[src/rtl/signed_varint_codec_assert.svh]
// Assertion helpers shared by the codec modules.
// Both sample on clk_i and stay quiet while rst_ni is low.
`ifndef SIGNED_VARINT_CODEC_ASSERT_SVH
`define SIGNED_VARINT_CODEC_ASSERT_SVH

// Same-cycle implication.
`define SVC_ASSERT_IMPL(label, ante, cons) \
  label: assert property (@(posedge clk_i) disable iff (!rst_ni) (ante) |-> (cons)) \
    else $error("codec check failed");

// Next-cycle implication.
`define SVC_ASSERT_NEXT(label, ante, cons) \
  label: assert property (@(posedge clk_i) disable iff (!rst_ni) (ante) |=> (cons)) \
    else $error("codec check failed");

`endif

[src/rtl/svc_pkg.sv]
package svc_pkg;

  typedef enum logic [1:0] {
    KIND_BYTE  = 2'd0,
    KIND_VALUE = 2'd1,
    KIND_ERROR = 2'd2
  } kind_e;

  localparam logic OP_ENCODE = 1'b0;
  localparam logic OP_DECODE = 1'b1;

  localparam logic [30:0] MAG_B0 = 31'h0000003F;
  localparam logic [30:0] MAG_B1 = 31'h00001FC0;
  localparam logic [30:0] MAG_B2 = 31'h000FE000;
  localparam logic [30:0] MAG_B3 = 31'h07F00000;
  localparam logic [30:0] MAG_B4 = 31'h78000000;
  localparam logic [30:0] MAG_MAX = 31'h7FFFFFFF;
  localparam logic [7:0] CONT_BIT = 8'h80;

  localparam int unsigned QDepth = 2;
  localparam int unsigned QPtrW = $clog2(QDepth);

  // One unit of work for the back end: either a whole encode (n beats)
  // or a single decode result.
  typedef struct packed {
    logic        enc;
    logic        neg;
    logic [2:0]  n;
    kind_e       kind;
    logic [31:0] data;
  } job_t;

  typedef struct packed {
    logic full;
    logic empty;
  } qstat_t;

  // Byte k of the encoding, continuation bit not yet applied.
  function automatic logic [7:0] enc_byte(input logic [30:0] mag, input logic neg,
                                          input logic [2:0] k);
    logic [7:0] b;
    b = 8'h00;
    case (k)
      3'd0:    b = {1'b0, neg, mag[5:0]};
      3'd1:    b = {1'b0, mag[12:6]};
      3'd2:    b = {1'b0, mag[19:13]};
      3'd3:    b = {1'b0, mag[26:20]};
      3'd4:    b = {4'b0000, mag[30:27]};
      default: b = 8'h00;
    endcase
    return b;
  endfunction

endpackage

[src/rtl/svc_queue.sv]
module svc_queue (
  input  logic          clk_i,
  input  logic          rst_ni,
  input  logic          push_i,
  input  svc_pkg::job_t push_job_i,
  input  logic          pop_i,
  output svc_pkg::job_t head_o,
  output svc_pkg::qstat_t stat_o
);
  import svc_pkg::*;

  `include "signed_varint_codec_assert.svh"

  job_t              mem_q [QDepth];
  logic [QPtrW-1:0]  wr_ptr_q, wr_ptr_d, rd_ptr_q, rd_ptr_d;
  logic [QPtrW:0]    cnt_q, cnt_d;

  always_comb begin
    wr_ptr_d = wr_ptr_q;
    rd_ptr_d = rd_ptr_q;
    cnt_d    = cnt_q;
    if (push_i) begin
      wr_ptr_d = (wr_ptr_q == QPtrW'(QDepth - 1)) ? '0 : wr_ptr_q + 1'b1;
    end
    if (pop_i) begin
      rd_ptr_d = (rd_ptr_q == QPtrW'(QDepth - 1)) ? '0 : rd_ptr_q + 1'b1;
    end
    case ({push_i, pop_i})
      2'b10:   cnt_d = cnt_q + 1'b1;
      2'b01:   cnt_d = cnt_q - 1'b1;
      default: cnt_d = cnt_q;
    endcase
  end

  always_ff @(posedge clk_i or negedge rst_ni) begin
    if (!rst_ni) begin
      wr_ptr_q <= '0;
      rd_ptr_q <= '0;
      cnt_q    <= '0;
    end else begin
      wr_ptr_q <= wr_ptr_d;
      rd_ptr_q <= rd_ptr_d;
      cnt_q    <= cnt_d;
    end
  end

  always_ff @(posedge clk_i) begin
    if (push_i) begin
      mem_q[wr_ptr_q] <= push_job_i;
    end
  end

  assign head_o       = mem_q[rd_ptr_q];
  assign stat_o.full  = (cnt_q == (QPtrW+1)'(QDepth));
  assign stat_o.empty = (cnt_q == '0);

  `SVC_ASSERT_IMPL(a_no_push_full, push_i, !stat_o.full)
  `SVC_ASSERT_IMPL(a_no_pop_empty, pop_i, !stat_o.empty)

endmodule

[src/rtl/svc_front.sv]
module svc_front (
  input  logic            clk_i,
  input  logic            rst_ni,
  input  logic            tvalid_i,
  output logic            tready_o,
  input  logic [39:0]     tdata_i,
  input  logic            tuser_i,
  input  svc_pkg::qstat_t qstat_i,
  output logic            push_o,
  output svc_pkg::job_t   push_job_o
);
  import svc_pkg::*;

  `include "signed_varint_codec_assert.svh"

  logic [2:0]  byte_index_q, byte_index_d;
  logic [30:0] accum_q, accum_d;
  logic        neg_q, neg_d;

  logic        accept;
  logic [31:0] value;
  logic [7:0]  in_byte;
  logic [31:0] mag_full;
  logic [30:0] mag;
  logic [2:0]  nbytes;
  logic [30:0] acc_new;
  logic        neg_new;

  assign tready_o = !qstat_i.full;
  assign accept   = tvalid_i && tready_o;
  assign value    = tdata_i[31:0];
  assign in_byte  = tdata_i[39:32];

  // Encode: sign-magnitude with the most negative value clamped.
  always_comb begin
    mag_full = value[31] ? (32'd0 - value) : value;
    mag      = mag_full[31] ? MAG_MAX : mag_full[30:0];
    if ((mag & MAG_B4) != '0) begin
      nbytes = 3'd5;
    end else if ((mag & MAG_B3) != '0) begin
      nbytes = 3'd4;
    end else if ((mag & MAG_B2) != '0) begin
      nbytes = 3'd3;
    end else if ((mag & MAG_B1) != '0) begin
      nbytes = 3'd2;
    end else begin
      nbytes = 3'd1;
    end
  end

  // Decode: merge this byte into the accumulator at its position.
  always_comb begin
    acc_new = accum_q;
    neg_new = neg_q;
    case (byte_index_q)
      3'd0: begin
        acc_new = {25'd0, in_byte[5:0]};
        neg_new = in_byte[6];
      end
      3'd1:    acc_new = accum_q | {18'd0, in_byte[6:0], 6'd0};
      3'd2:    acc_new = accum_q | {11'd0, in_byte[6:0], 13'd0};
      3'd3:    acc_new = accum_q | {4'd0, in_byte[6:0], 20'd0};
      3'd4:    acc_new = accum_q | {in_byte[3:0], 27'd0};
      default: acc_new = accum_q;
    endcase
  end

  always_comb begin
    byte_index_d = byte_index_q;
    accum_d      = accum_q;
    neg_d        = neg_q;
    push_o       = 1'b0;
    push_job_o   = '{enc: 1'b1, neg: value[31], n: nbytes, kind: KIND_BYTE,
                     data: {1'b0, mag}};
    if (accept) begin
      if (tuser_i == OP_ENCODE) begin
        push_o = 1'b1;
      end else if (!in_byte[7]) begin
        push_o = 1'b1;
        push_job_o = '{enc: 1'b0, neg: 1'b0, n: 3'd1, kind: KIND_VALUE,
                       data: neg_new ? (32'd0 - {1'b0, acc_new}) : {1'b0, acc_new}};
        byte_index_d = '0;
        accum_d      = '0;
        neg_d        = 1'b0;
      end else if (byte_index_q == 3'd4) begin
        push_o = 1'b1;
        push_job_o = '{enc: 1'b0, neg: 1'b0, n: 3'd1, kind: KIND_ERROR, data: 32'd0};
        byte_index_d = '0;
        accum_d      = '0;
        neg_d        = 1'b0;
      end else begin
        byte_index_d = byte_index_q + 3'd1;
        accum_d      = acc_new;
        neg_d        = neg_new;
      end
    end
  end

  always_ff @(posedge clk_i or negedge rst_ni) begin
    if (!rst_ni) begin
      byte_index_q <= '0;
      accum_q      <= '0;
      neg_q        <= 1'b0;
    end else begin
      byte_index_q <= byte_index_d;
      accum_q      <= accum_d;
      neg_q        <= neg_d;
    end
  end

  `SVC_ASSERT_IMPL(a_index_range, 1'b1, byte_index_q <= 3'd4)
  `SVC_ASSERT_NEXT(a_enc_keeps_group, accept && (tuser_i == OP_ENCODE),
                   $stable(byte_index_q) && $stable(accum_q))

endmodule

[src/rtl/svc_back.sv]
module svc_back (
  input  logic            clk_i,
  input  logic            rst_ni,
  input  svc_pkg::job_t   head_i,
  input  svc_pkg::qstat_t qstat_i,
  output logic            pop_o,
  output logic            tvalid_o,
  input  logic            tready_i,
  output logic [39:0]     tdata_o,
  output svc_pkg::kind_e  tuser_o,
  output logic            tlast_o
);
  import svc_pkg::*;

  `include "signed_varint_codec_assert.svh"

  logic [2:0]  k_q, k_d;
  logic        valid_q, valid_d;
  logic [7:0]  byte_q, byte_d;
  logic [31:0] value_q, value_d;
  kind_e       kind_q, kind_d;
  logic        last_q, last_d;

  logic load;
  logic last_beat;

  assign last_beat = !head_i.enc || (k_q == (head_i.n - 3'd1));
  assign load      = !qstat_i.empty && (!valid_q || tready_i);
  assign pop_o     = load && last_beat;

  always_comb begin
    k_d     = k_q;
    valid_d = valid_q;
    byte_d  = byte_q;
    value_d = value_q;
    kind_d  = kind_q;
    last_d  = last_q;
    if (load) begin
      valid_d = 1'b1;
      last_d  = last_beat;
      kind_d  = head_i.kind;
      k_d     = last_beat ? 3'd0 : k_q + 3'd1;
      if (head_i.enc) begin
        byte_d  = enc_byte(head_i.data[30:0], head_i.neg, k_q) | (last_beat ? 8'h00 : CONT_BIT);
        value_d = 32'd0;
      end else begin
        byte_d  = 8'h00;
        value_d = head_i.data;
      end
    end else if (tready_i) begin
      valid_d = 1'b0;
    end
  end

  always_ff @(posedge clk_i or negedge rst_ni) begin
    if (!rst_ni) begin
      k_q     <= '0;
      valid_q <= 1'b0;
    end else begin
      k_q     <= k_d;
      valid_q <= valid_d;
    end
  end

  always_ff @(posedge clk_i) begin
    byte_q  <= byte_d;
    value_q <= value_d;
    kind_q  <= kind_d;
    last_q  <= last_d;
  end

  assign tvalid_o = valid_q;
  assign tdata_o  = {value_q, byte_q};
  assign tuser_o  = kind_q;
  assign tlast_o  = last_q;

  `SVC_ASSERT_IMPL(a_beat_in_range, load && head_i.enc, k_q < head_i.n)

endmodule

[src/rtl/signed_varint_codec.sv]
// Sign-magnitude varint codec, one stream in and one stream out.
// Input beat: tuser selects encode (0) or decode (1); tdata carries the
// 32-bit signed value in [31:0] and the byte to decode in [39:32].
// Encode gives 1 to 5 byte beats (kind 0), tlast on the final byte.
// Decode takes one byte per beat; a byte with bit 7 clear gives one value
// beat (kind 1), a fifth byte still continuing gives an error beat (kind 2).
// Decode bytes that continue a group give no output beat.
// Output beat: tdata [7:0] byte, [39:8] value; tuser is the kind.
// The input beat is written into the job queue, and the result beat is then
// loaded from the queue head into the output register.
// Throughput: one output beat per cycle from the output register while jobs
// are queued and m_axis_tready stays high; an encode gives one beat per byte
// (up to 5) and a decode result one beat. A two-entry job queue sits between the input
// side and the byte sequencer, so input keeps flowing while output stalls
// until the queue fills; tready then drops until the back end pops an entry.
// Reset clears the decode group, the queue and the output valid flag.
module signed_varint_codec (
  input  logic                clk_i,
  input  logic                rst_ni,
  input  logic                s_axis_tvalid,
  output logic                s_axis_tready,
  input  logic [39:0]         s_axis_tdata,  // [31:0] value, [39:32] in_byte
  input  logic                s_axis_tuser,  // [0] operation
  output logic                m_axis_tvalid,
  input  logic                m_axis_tready,
  output logic [39:0]         m_axis_tdata,  // [7:0] out_byte, [39:8] out_value
  output svc_pkg::kind_e      m_axis_tuser,  // [1:0] kind
  output logic                m_axis_tlast
);
  import svc_pkg::*;

  logic   push, pop;
  job_t   push_job, head;
  qstat_t qstat;

  svc_front u_front (
    .clk_i      (clk_i),
    .rst_ni     (rst_ni),
    .tvalid_i   (s_axis_tvalid),
    .tready_o   (s_axis_tready),
    .tdata_i    (s_axis_tdata),
    .tuser_i    (s_axis_tuser),
    .qstat_i    (qstat),
    .push_o     (push),
    .push_job_o (push_job)
  );

  svc_queue u_queue (
    .clk_i      (clk_i),
    .rst_ni     (rst_ni),
    .push_i     (push),
    .push_job_i (push_job),
    .pop_i      (pop),
    .head_o     (head),
    .stat_o     (qstat)
  );

  svc_back u_back (
    .clk_i    (clk_i),
    .rst_ni   (rst_ni),
    .head_i   (head),
    .qstat_i  (qstat),
    .pop_o    (pop),
    .tvalid_o (m_axis_tvalid),
    .tready_i (m_axis_tready),
    .tdata_o  (m_axis_tdata),
    .tuser_o  (m_axis_tuser),
    .tlast_o  (m_axis_tlast)
  );

endmodule

[config.mk]
export PLATFORM = sky130hd
export DESIGN_NAME = signed_varint_codec
export DESIGN_NICKNAME = d
export VERILOG_FILES = /design/src/rtl/svc_pkg.sv /design/src/rtl/svc_queue.sv /design/src/rtl/svc_front.sv /design/src/rtl/svc_back.sv /design/src/rtl/signed_varint_codec.sv
export VERILOG_INCLUDE_DIRS = /design/src /design/src/rtl
export SDC_FILE = /design/constraint.sdc
export NUM_CORES = 1
export LEC_CHECK = 0
export BUFFER_PORTS_ARGS = -buffer_cell sky130_fd_sc_hd__clkbuf_2
export CORE_UTILIZATION = 52
export CTS_CLUSTER_SIZE = 14
export DETAILED_ROUTE_END_ITERATION = 8
export GPL_TIMING_DRIVEN = 1
export HOLD_SLACK_MARGIN = 0.05
export PLACE_DENSITY = 0.76
export SYNTH_ARGS = -nofsm -noshare
export SYNTH_HDL_FRONTEND = slang
export SYNTH_SLANG_ARGS = --single-unit
[constraint.sdc]
create_clock -name clk_i -period 9.55 [get_ports clk_i]
set_clock_uncertainty 0.2 [all_clocks]
set_input_delay 0.955 -clock clk_i [delete_from_list [all_inputs] [get_ports clk_i]]
set_output_delay 0.955 -clock clk_i [all_outputs]
set_load 0.05 [all_outputs]
==> results.md <==
- Worst R2R Path Depth: 12
- Post-synth ARST share: 0.262
- Hold Vio Cnt, Final: 0
- Yosys warnings: 0
- Critical path capture point type: register
- Top delay family on crit path: compound AO/OA/AOI/OAI gates
- Clock Sinks: 164
- Die outline width: 136 um
- Crit start category: register
- # rows: 48
- Hpwl dp: 17500 um
- Wirelength, routed: 24300 um
- Final setup margin: 5080 ps
- CTS Buffer Depth: 2
- CTS tree: built
- Setup-failing EPs final: 0
- Crit-path slowest cell: or2_2
- Fmax: 224 MHz
- Syn Nets: 970
- Crit path buf inv count: 0
- Worst slew margin: 0.237
- Routed wire per std cell: 20.1 um
- Clk slew on worst S/H paths: 80 ps
- Initial Utilization: 0.534
- First-pass GRT wire length: 37500 um
- Most frequent CP cell: ha_1
- P_leak: 3.98 nW
- GPL Wtd Cong: 0.959
- WHS Path Cells: 2
- Post-cts sizing count: 0
- Register area share after synthesis: 0.508
- ANT nets after route: 0
- Top FF cell, synth: edfxtp_1
- Worst min path class: reg2reg
- Syn Std Cell Area: 9270 um2
- Die area: 18400 um2
- Cell taking the most area after synthesis: edfxtp_1
- Max Slew Vio Count: 0
- Vias: 7589
- Port-buffer cells: 89
- Detailed Route Iter0 Violations: 759
- Total Neg Setup Slack: 0 ps
- Largest net degree at the start of global routing: 44
- Clock Latency Late Sink: 440 ps
- Max VDD drop: 0.000245 V
- Worst Hold Endpoint: u_back.tvalid_o
- Cell count after synthesis: 911
- Critical path, cell by cell: ha_1 -> ha_1 -> or4_1 -> or2_2 -> a22oi_1 -> ha_1 -> o21ai_0 -> nand2b_1 -> a211oi_2 -> a31oi_1 -> xor2_1 -> a22o_1
- #FFs+latches synth: 164
- Reg2reg start: u_front.byte_index_q[0]
- CTS Root Cell: clkbuf_16
- Hold buffer count at cts: 0
- Worst Setup Path Type: reg2reg
- Setup Buffers After CTS: 0
- R2R setup slack: 5080 ps
- Setup slack at placement: 5170 ps
- Tmin final: 4470 ps
- Vias in the first global route: 6936
- Critical-path maximum fanout: 26
- Core box area: 17400 um2
- Max incr delay on CP: 550 ps
- Layout cells sized above 1: 0.166
- Area growth syn-to-layout: 13.0%
- Data arrival, critical path: 4470 ps
- First drt pass iteration count: 5
- DR vias/cell: 6.28
- Worst Min Path Start: u_back.tvalid_o
- CP required: 9550 ps
- RSZ-0062 raised after global routing: no
- Remaining global-route overflow: 0
- Post-route DRC: 0
- Tcrit/Tclk final: 0.468
- Outcome: completed
- Worst-Margin Slew: 1140 ps
- Num CTS Buffers: 17
- Yosys cell types: 71
- Cell with the most instances after synthesis: edfxtp_1
- Top cells by count, synth: 121 x edfxtp_1, 99 x nor2_1, 84 x o21ai_0, 66 x nand2_1, 46 x clkbuf_1
- Max Cap Viol: 0
- CTS H-tree lvls: 4
- Final core utilization: 0.604
- Largest cells by area after synthesis: edfxtp_1 39%, dfrtp_1 12%, o21ai_0 4.5%, nor2_1 4.0%, mux2i_1 3.8%
- Pwr dens: 348 nW/um2
- Mean Syn Cell Area: 10.2 um2
- I/O pins: 90
- Worst reg2reg endpoint: u_queue.mem_q[0][30]
- Post-synth top area share: 0.392
- Die Ht: 136 um
- Final #Nets: 1029
- Ant diodes: 0
- Initial antenna violation count: 0
- Total global-route track usage: 0.274
- EDFF count, synth: 121
cells in the final DEF, fill, tap and decap left out, types with 7 or more instances in the layout:
master | netlist | routed
clkinv_8 | 0 | 7
nand4_1 | 9 | 9
inv_1 | 22 | 22
nor3_1 | 28 | 28
or3_1 | 8 | 8
edfxtp_1 | 121 | 121
xor2_1 | 17 | 17
dfrtp_1 | 43 | 42
nand2_1 | 66 | 66
mux2i_1 | 35 | 34
a31oi_1 | 12 | 12
o21ai_0 | 84 | 84
a21oi_1 | 43 | 43
nand3_1 | 15 | 15
ha_1 | 14 | 14
nor4_1 | 16 | 16
a22oi_1 | 7 | 7
or4_1 | 7 | 7
and3_1 | 7 | 7
o41ai_1 | 7 | 7
nand2b_1 | 11 | 11
nor2_1 | 99 | 97
a22o_1 | 10 | 10
xnor2_1 | 34 | 34
o31ai_1 | 10 | 10
nor2b_1 | 14 | 14
clkbuf_2 | 0 | 89
clkbuf_16 | 0 | 17
o22ai_1 | 18 | 18
a41oi_1 | 9 | 9
or2_2 | 12 | 12
registers in the layout, indices dropped and copies added, names as in the netlist:
signal	count
u_back.byte_q	8
u_front.accum_q	31
u_queue.wr_ptr_q	1
u_back.k_q	3
u_front.byte_index_q	3
u_back.tvalid_o	1
u_queue.rd_ptr_q	1
u_front.neg_q	1
u_back.tlast_o	1
u_back.value_q	32
u_back.tuser_o	2
u_queue.mem_q	78
u_queue.cnt_q	2
power breakdown:
part / total, mW / switching, mW / internal [mW]
sequential: 1.15 / 0.107 / 1.05
clock: 0.692 / 0.334 / 0.358
combinational: 1.80 / 1.26 / 0.538
metrics by stage:
| step | power, mW | instance area, um2 | hold slack [ps] | cells |
|---|---|---|---|---|
| 6_report | 3.64 | 10500 | 298 | 1208 |
| 5_1_grt | 3.84 | 10500 | 320 | 1208 |
| 4_1_cts | 3.63 | 10500 | 303 | 1208 |
| 3_5_place_dp | 2.93 | 9850 | 286 | 1176 |
| 3_3_place_gp | 2.90 | 9850 | 272 | 1176 |
| 2_1_floorplan | 2.49 | 9270 | 251 | 911 |
metal layers:
metal / share of wire / GRT usage / wire, um / vias up
met4: 0.032 / 0.113 / 786 / 0
met2: 0.47 / 0.427 / 11300 / 349
met1: 0.43 / 0.376 / 10600 / 3623
met5: 0 / 0 / 0 / -
li1: - / - / - / 3564
met3: 0.067 / 0.0516 / 1630 / 53
area by class of cell:
type                       instances  area (um2)
fill                            1403        6880
sequential                       164        4710
multi-input combinational        671        4290
inverter                          22        82.6
tap                              225         282
clock inverter                    15         199
clock buffer                      17         425
timing repair buffer              94         483
worst max path at each step:
stage,startpoint,end,slack [ps],cells after the start
floorplan,u_front.byte_index_q[2],u_queue.mem_q[0][30],5310,16
global placement,u_front.byte_index_q[0],u_queue.mem_q[0][30],5290,12
detailed placement,u_front.byte_index_q[0],u_queue.mem_q[0][30],5170,12
CTS,u_front.byte_index_q[0],u_queue.mem_q[0][30],5150,12
global route,u_front.byte_index_q[2],u_queue.mem_q[0][30],4860,12
finish,u_front.byte_index_q[0],u_queue.mem_q[0][30],5080,12
cells by family after synthesis:
group,after synthesis,synth area share
buf+inv,76,0.0319
flops,164,0.508
compound gates,248,0.172
xor+xnor,51,0.0482
simple gates,317,0.176
mux,41,0.0451
fa+ha+maj,14,0.0189
worst reg2reg max path, cell delays in order, from the launching register on:
cell	delay, ps
dfrtp_1	420
ha_1	250
ha_1	260
or4_1	480
or2_2	550
a22oi_1	350
ha_1	270
o21ai_0	270
nand2b_1	250
a211oi_2	350
a31oi_1	160
xor2_1	180
a22o_1	220
Power figures use the tool's default switching activity.
